===== config.mk =====
export PLATFORM = sky130hd
export DESIGN_NAME = atce_front
export DESIGN_NICKNAME = d
export VERILOG_FILES = /design/src/rtl/core/ansi_text_console_engine_top_defines.svh /design/src/rtl/core/atce_pkg.sv /design/src/rtl/core/atce_front.sv
export SDC_FILE = /design/constraint.sdc
export NUM_CORES = 1
export LEC_CHECK = 0
export ABC_AREA = 1
export BUFFER_PORTS_ARGS = -buffer_cell sky130_fd_sc_hd__buf_4
export CORE_ASPECT_RATIO = 0.8
export CORE_MARGIN = 1.5
export CORE_UTILIZATION = 35
export CTS_CLUSTER_SIZE = 25
export DETAILED_ROUTE_END_ITERATION = 8
export PLACE_DENSITY = 0.6
export RECOVER_POWER = 25
export SYNTH_ARGS = -nofsm -noshare
export SYNTH_HDL_FRONTEND = slang
export SYNTH_SLANG_ARGS = --single-unit

===== constraint.sdc =====
create_clock -name clk -period 1.9 [get_ports clk]
set_input_delay 0.285 -clock clk [delete_from_list [all_inputs] [get_ports clk]]
set_output_delay 0.285 -clock clk [all_outputs]
set_load 0.02 [all_outputs]

===== src/rtl/core/ansi_text_console_engine_top_defines.svh =====
// Assertion macros for the text console engine.
// Used by the top level; expects clk and rst_n in scope.
`ifndef ANSI_TEXT_CONSOLE_ENGINE_TOP_DEFINES_SVH
`define ANSI_TEXT_CONSOLE_ENGINE_TOP_DEFINES_SVH

// Same-cycle implication, reset masks the check
`define ATCE_CHECK(lbl, ante, cons, msg) \
  lbl: assert property (@(posedge clk) disable iff (!rst_n) (ante) |-> (cons)) \
    else $error(msg);

// Next-cycle implication, reset masks the check
`define ATCE_CHECK_NEXT(lbl, ante, cons, msg) \
  lbl: assert property (@(posedge clk) disable iff (!rst_n) (ante) |=> (cons)) \
    else $error(msg);

`endif


===== src/rtl/core/atce_pkg.sv =====
// Shared types, constants and helper functions of the text console engine.
// No dependencies; imported by every module of the block except atce_ram.
package atce_pkg;

  localparam int COLUMNS = 80;
  localparam int ROWS    = 25;
  localparam int CELLS   = ROWS * COLUMNS;
  localparam int CELL_W  = 11;
  localparam int ROW_W   = 5;
  localparam int COL_W   = 7;

  // control and sequence bytes
  localparam logic [7:0] CH_NUL = 8'h00;
  localparam logic [7:0] CH_BEL = 8'h07;
  localparam logic [7:0] CH_BS  = 8'h08;
  localparam logic [7:0] CH_TAB = 8'h09;
  localparam logic [7:0] CH_LF  = 8'h0A;
  localparam logic [7:0] CH_VT  = 8'h0B;
  localparam logic [7:0] CH_FF  = 8'h0C;
  localparam logic [7:0] CH_CR  = 8'h0D;
  localparam logic [7:0] CH_ESC = 8'h1B;
  localparam logic [7:0] CH_DEL = 8'h7F;
  localparam logic [7:0] CH_LBR = 8'h5B;
  localparam logic [7:0] CH_SEMI  = 8'h3B;
  localparam logic [7:0] CH_COLON = 8'h3A;
  localparam logic [7:0] CH_SPACE = 8'h20;

  // CSI final bytes
  localparam logic [7:0] FN_CUU = 8'h41;
  localparam logic [7:0] FN_CUD = 8'h42;
  localparam logic [7:0] FN_CUF = 8'h43;
  localparam logic [7:0] FN_CUB = 8'h44;
  localparam logic [7:0] FN_CNL = 8'h45;
  localparam logic [7:0] FN_CPL = 8'h46;
  localparam logic [7:0] FN_CHA = 8'h47;
  localparam logic [7:0] FN_CUP = 8'h48;
  localparam logic [7:0] FN_ED  = 8'h4A;
  localparam logic [7:0] FN_EL  = 8'h4B;
  localparam logic [7:0] FN_SU  = 8'h53;
  localparam logic [7:0] FN_SD  = 8'h54;
  localparam logic [7:0] FN_HVP = 8'h66;
  localparam logic [7:0] FN_SGR = 8'h6D;

  localparam logic [1:0] PH_NORMAL = 2'd0;
  localparam logic [1:0] PH_ESC    = 2'd1;
  localparam logic [1:0] PH_PARAM  = 2'd2;
  localparam logic [1:0] PH_INTER  = 2'd3;

  localparam logic REQ_CHAR = 1'b0;
  localparam logic REQ_READ = 1'b1;

  typedef enum logic [2:0] {
    ST_IDLE, ST_RD_WAIT, ST_CP_RD, ST_CP_WR, ST_FILL, ST_OUT
  } state_t;

  typedef enum logic [2:0] {
    ACT_NONE, ACT_READ, ACT_WRITE, ACT_FILL, ACT_SCUP, ACT_SCDN
  } act_t;

  typedef struct packed {
    logic              req_type;
    logic [7:0]        char_byte;
    logic [CELL_W-1:0] read_index;
    logic              read_ok;
  } item_t;

  typedef struct packed {
    logic busy;
    logic init_clear;
  } back_status_t;

  function automatic logic [3:0] ansi_vga(input logic [2:0] c);
    logic [3:0] v;
    case (c)
      3'd0: v = 4'd0;
      3'd1: v = 4'd4;
      3'd2: v = 4'd2;
      3'd3: v = 4'd6;
      3'd4: v = 4'd1;
      3'd5: v = 4'd5;
      3'd6: v = 4'd3;
      default: v = 4'd7;
    endcase
    return v;
  endfunction

  // Apply one SGR code to an attribute
  function automatic logic [7:0] sgr_apply(input logic [16:0] code, input logic [7:0] cur,
                                           input logic [7:0] dflt);
    logic [3:0]  fg;
    logic [3:0]  bg;
    logic [16:0] d30;
    logic [16:0] d40;
    logic [16:0] d90;
    logic [16:0] d100;
    fg   = cur[3:0];
    bg   = cur[7:4];
    d30  = code - 17'd30;
    d40  = code - 17'd40;
    d90  = code - 17'd90;
    d100 = code - 17'd100;
    if (code >= 17'd30 && code <= 17'd37) fg = ansi_vga(d30[2:0]);
    else if (code == 17'd39) fg = dflt[3:0];
    else if (code >= 17'd40 && code <= 17'd47) bg = ansi_vga(d40[2:0]);
    else if (code == 17'd49) bg = dflt[7:4];
    else if (code >= 17'd90 && code <= 17'd97) fg = ansi_vga(d90[2:0]) + 4'd8;
    else if (code >= 17'd100 && code <= 17'd107) bg = ansi_vga(d100[2:0]) + 4'd8;
    return {bg, fg};
  endfunction

endpackage


===== src/rtl/core/atce_front.sv =====
// Front end: takes requests, flags read addresses in range, queues two deep.
// Depends on atce_pkg.
module atce_front
  import atce_pkg::*;
(
  input  logic         clk,
  input  logic         rst_n,
  input  logic         in_tvalid,
  output logic         in_tready,
  input  logic [23:0]  in_tdata,
  input  logic [0:0]   in_tuser,
  input  back_status_t st,
  output logic         q_valid,
  output item_t        q_item,
  input  logic         q_pop
);

  item_t      mem_r [2];
  logic       wptr_r;
  logic       rptr_r;
  logic [1:0] cnt_r;
  logic       push;
  item_t      item_in;

  // classify the incoming request
  always_comb begin
    item_in.req_type   = in_tuser[0];
    item_in.char_byte  = in_tdata[7:0];
    item_in.read_index = in_tdata[18:8];
    item_in.read_ok    = (in_tdata[18:8] < CELL_W'(CELLS));
  end

  assign in_tready = (cnt_r != 2'd2) && !st.init_clear;
  assign push      = in_tvalid && in_tready;
  assign q_valid   = (cnt_r != 2'd0);
  assign q_item    = mem_r[rptr_r];

  // hold queued requests
  always_ff @(posedge clk) begin
    if (push) begin
      mem_r[wptr_r] <= item_in;
    end
  end

  // advance pointers and count
  always_ff @(posedge clk) begin
    if (!rst_n) begin
      wptr_r <= 1'b0;
      rptr_r <= 1'b0;
      cnt_r  <= 2'd0;
    end else begin
      if (push) wptr_r <= ~wptr_r;
      if (q_pop) rptr_r <= ~rptr_r;
      cnt_r <= cnt_r + {1'b0, push} - {1'b0, q_pop};
    end
  end

endmodule


Word level (Yosys, flattened, before mapping). Memories as Yosys holds them, arrays and structs flattened. A register that Yosys moved wholly into a read port is not among the register bits. Index checks and enable logic that the tools add are counted.

Bits in registers: 4. Bits in latches: 0. Memory bits (writable): 42. ROM bits: 0. Input bits: 31. Output and inout bits: 23. Word-level logic and storage cells: 18. Memories: 1.

Add/subtract/negate cells: 2. Multipliers: 0. Divide/modulo/power cells: 0. $lt $le $gt $ge: 1. Equality and inequality tests: 1. Shift-type cells: 0. Mux-type cells: 4. Bitwise operators: 2. Reduce and logical (&&, ||, !) cells: 4.

Memory list: mem_r (depth 2, bits a word 21, read ports 1, clocked after Yosys merged registers in 1, write ports 1, line atce_front.sv:18) `item_t mem_r [2];`.

Operators by type and width (count): < comparator 11 bit (second input constant) (1); 2-to-1 mux 1 bit (4); adder 2 x 1 -> 2 bit (1); logical AND 1 bit (2); inequality test 2 bit (second input constant) (1); NOT 1 bit (2); nonzero test 2 bit (1); subtractor 2 x 1 -> 2 bit (1); zero test 1 bit (1).

Longest topological paths before layout.
Depth in word-level cells: 5. Depth in mapped cells: 11. Depth with buffers taken out: 11.

Worst setup path before layout. OpenSTA, ideal clock, no wires.

Path kind: register to register. From: register cnt_r[0]. To: memory mem_r[0][0] (netlist bit) (enable). Library setup time: 399 ps. Arrival time: 1453 ps. Data required time: 1501 ps. Setup slack: 49 ps. Stages on the path, launching flop included: 5. Path buffers: 0. Clock period less this slack: 1851 ps. Cells stage by stage: dfxtp_1 inv_1 nand2_1 nand3_1 nor2_1.

Longest elaborated chain between the ends: 5.

RTL lines: start: declaration (line atce_front.sv:21) `logic [1:0] cnt_r;`; start signal: assignment (line atce_front.sv:54) `cnt_r <= cnt_r + {1'b0, push} - {1'b0, q_pop};`; inequality test 2 bit (line atce_front.sv:33) `assign in_tready = (cnt_r != 2'd2) && !st.init_clear;`; logical AND 1 bit (line atce_front.sv:33); logical AND 1 bit (line atce_front.sv:34) `assign push = in_tvalid && in_tready;`; 2-to-1 mux 1 bit (line atce_front.sv:40) `if (push) begin`; 2-to-1 mux 1 bit (not written as such) (line atce_front.sv:41) `mem_r[wptr_r] <= item_in;`; end: declaration (line atce_front.sv:18).

Every way passes these cells.

==> flow_metrics.py <==
metrics = {
    "route": {
        "via_per_inst": 4.491,
        "drt-initial-drc-count": 28,
        "route.detailed.drc": 0,
        "dr.pass1.iters": 3,
        "wl_um": 3029,
        "vias": 1024,
        "drt.antenna.violating_nets": 0,
        "wl_per_cell_um": 13.29,
    },
    "yosys": {
        "synth_top_area_share": 0.6774,
        "ys_seq_elements": 47,
        "synthFlopType": "edfxtp_1",
        "synth_cells": 107,
        "synth.most_common_cell": "edfxtp_1",
        "ys_warn_count": 0,
        "yosys.area.top_type": "edfxtp_1",
        "syn-cell-area_um2": 1862,
        "synth-edff-count": 42,
        "yosys-top-cells-count": "edfxtp_1 (42), mux2_4 (20), nand2_1 (11), inv_1 (10), nor2_1 (8)",
        "yosysUniqueCellTypes": 12,
        "synth_nets": 140,
        "ys_async_sr_fraction": 0,
        "synth.avg_cell_area_um2": 17.40,
        "synth-seq-area-share": 0.7312,
        "synth.area.top_cells": "edfxtp_1 (68%), mux2_4 (16%), dfxtp_1 (5.4%)",
    },
    "placement": {
        "placed_cell_area_um2": 2317,
        "place_hpwl_um": 2192,
        "io_buffers": 47,
        "gp_congestion": 0.6891,
    },
    "timing": {
        "setup_viol_count_final": 0,
        "hold_slack_ps": 183.5,
        "finalHoldViolations": 0,
        "maxSlewHeadroom": 0.7951,
        "period_share": 0.9084,
        "worst_slew_pin_slew_ps": 307.4,
        "fin_crit_ps": 1726,
        "report.final.slew_viol_count": 0,
        "fmax_mhz": 579.4,
        "rsz0062_at_grt": "no",
        "finalSetupTns_ps": 0,
        "finClkSkew_ps": 5.155,
    },
    "clock_network": {
        "clkTransAtPathRegs_ps": 80,
        "clock_path_buffers": 2,
        "cts_tree": "built",
        "clockRootBuffer": "clkbuf_8",
        "cts-resized-gates": 0,
        "cts_setup_buffers": 0,
        "clk_latency_ps": 290,
        "htree_levels": 2,
        "cts_sinks": 47,
        "cts_buffers": 5,
        "cts_hold_buf": 0,
    },
    "power": {
        "vdd_ir_drop_max_v": 0.0007322,
        "pwr_density_cell_nw_per_um2": 974.6,
        "totalPowerFinal_uw": 2377,
        "leakagePower_uw": 0.001004,
    },
    "layout": {
        "drive_gt1_frac": 0.4759,
        "diodes": 0,
        "finalNetCount": 198,
        "n_fill_cell": 454,
        "areaGrowthSynthToFinish_pct": 30.98,
        "fin_area_um2": 2439,
    },
    "setup_path": {
        "crit_arrival_ps": 1440,
        "crit_required_ps": 1620,
        "regToRegEndpoint": "cnt_r[1]",
        "cpMostUsedCell": "buf_4",
        "worst-r2r-setup-slack_ps": 310,
        "worst_path_max_delay_cell": "dfxtp_1",
        "path_cells": "buf_4, mux2_4, buf_4",
        "cp_max_fo": 16,
        "path_class": "flip-flop to primary output",
        "rr_worst_depth": 10,
        "cp-start-kind": "flip-flop",
        "cp-end-kind": "primary output",
        "reg2reg_from": "cnt_r[0]",
        "crit_path_max_incr_delay_ps": 340,
    },
    "flow_run": {
        "drv_cap": 0,
    },
    "floorplan": {
        "start_util": 0.3676,
        "ios": 54,
        "die_height_um": 68.24,
        "num_rows": 23,
        "core_um2": 5065,
        "die-area_um2": 5769,
        "die_w_um": 84.54,
    },
    "grt": {
        "grt-ovfl-total": 0,
        "grt_use_total": 0.1135,
        "grt_pass1_wl_um": 4719,
        "grt_start_max_net_pins": 17,
        "antenna_found_initial": 0,
        "grt_pass1_vias": 1018,
    },
    "hold_path": {
        "min_from": "in_tdata[13]",
        "min_path_type": "input port to flip-flop",
        "hold-path-cell-count": 1,
        "holdPathEnd": "mem_r[1][6]",
    },
    "status": {
        "outcome": "complete, no violations",
    },
}
## cell families after synthesis
logic type | Yosys count | share of synthesized area
AO/OA/AOI/OAI | 2 | 0.005377
buffers and inverters | 12 | 0.03226
AND/OR/NAND/NOR | 23 | 0.05040
multiplexers | 21 | 0.1673
adder cells (fa/ha/maj) | 2 | 0.01344
flip-flops | 47 | 0.7312
## per-stage QoR
stage	utilization	cells	setup slack, ps
floorplan	-	107	48.73
global placement	0.4575	220	391.2
detailed placement	0.4575	220	311.8
CTS	0.4844	228	150.8
global route	0.4815	228	88.15
finish	0.4815	228	174.1
## power by group
group | switching, uW | total (uW) | leakage (uW) | internal, uW
Sequential | 15.5 | 1190 | 0.000425 | 1180
Combinational | 167 | 333 | 0.000514 | 165
Clock | 327 | 851 | 0.0000644 | 524
Total | 509 | 2380 | 0.00100 | 1870
## how the worst max path moves through the flow
stage | cells past startpoint | slack (ps) | startpoint | endpoint
2_1_floorplan | 4 | 50 | cnt_r[0] | mem_r[0][0]
3_5_place_dp | 10 | 310 | st[0] | cnt_r[1]
4_1_cts | 3 | 150 | flip-flop | q_item[9]
3_3_place_gp | 10 | 390 | st[0] | cnt_r[1]
6_report | 3 | 170 | flip-flop | q_item[9]
5_1_grt | 3 | 90 | flip-flop | q_item[9]
## layout by cell type (no fill, tap or decap)
cell        netlist  final
nand2_1          11     11
nor2_1            8      7
buf_4             0     38
edfxtp_1         42     42
a21oi_1           2      2
ha_1              2      2
bufinv_16         0      2
inv_1            10     10
nand3_1           2      2
clkbuf_1          0      4
clkbuf_8          0      5
nand4_1           2      2
clkbuf_4          0     11
clkinvlp_4        0      1
mux2_2            1      1
mux2_4           20     20
dfxtp_1           5      5
nor2_2            0      1
## worst max-delay path, delay by kind of cell (launching register included)
kind / cells / cell delay (ps)
mux: 1 / 340
flops: 1 / 340
buf+inv: 2 / 470
## sequential cells by signal (all words and copies together) (netlist names), named ones only
register  count
cnt_r         2
mem_r        42
rptr_r        1
wptr_r        1
## cell type report
type | count | area [um2] | area share
clock buffer | 5 | 68.82 | 0.02822
clock inverter | 3 | 67.56 | 0.02771
inverter | 10 | 37.54 | 0.01539
multi-input combinational | 48 | 442.9 | 0.1816
sequential | 47 | 1361 | 0.5582
tap | 62 | 77.57 | 0.03181
timing repair buffer | 53 | 382.9 | 0.1570
## metal layers
metal  global-route usage  vias up  share of wire
met2               0.2044       33           0.52
met4              0.04839        0          0.011
met3              0.04825        4          0.077
met1               0.1192      488           0.39
met5                    0        -              0
li1                     -      499              -
Power figures use the tool's default switching activity.
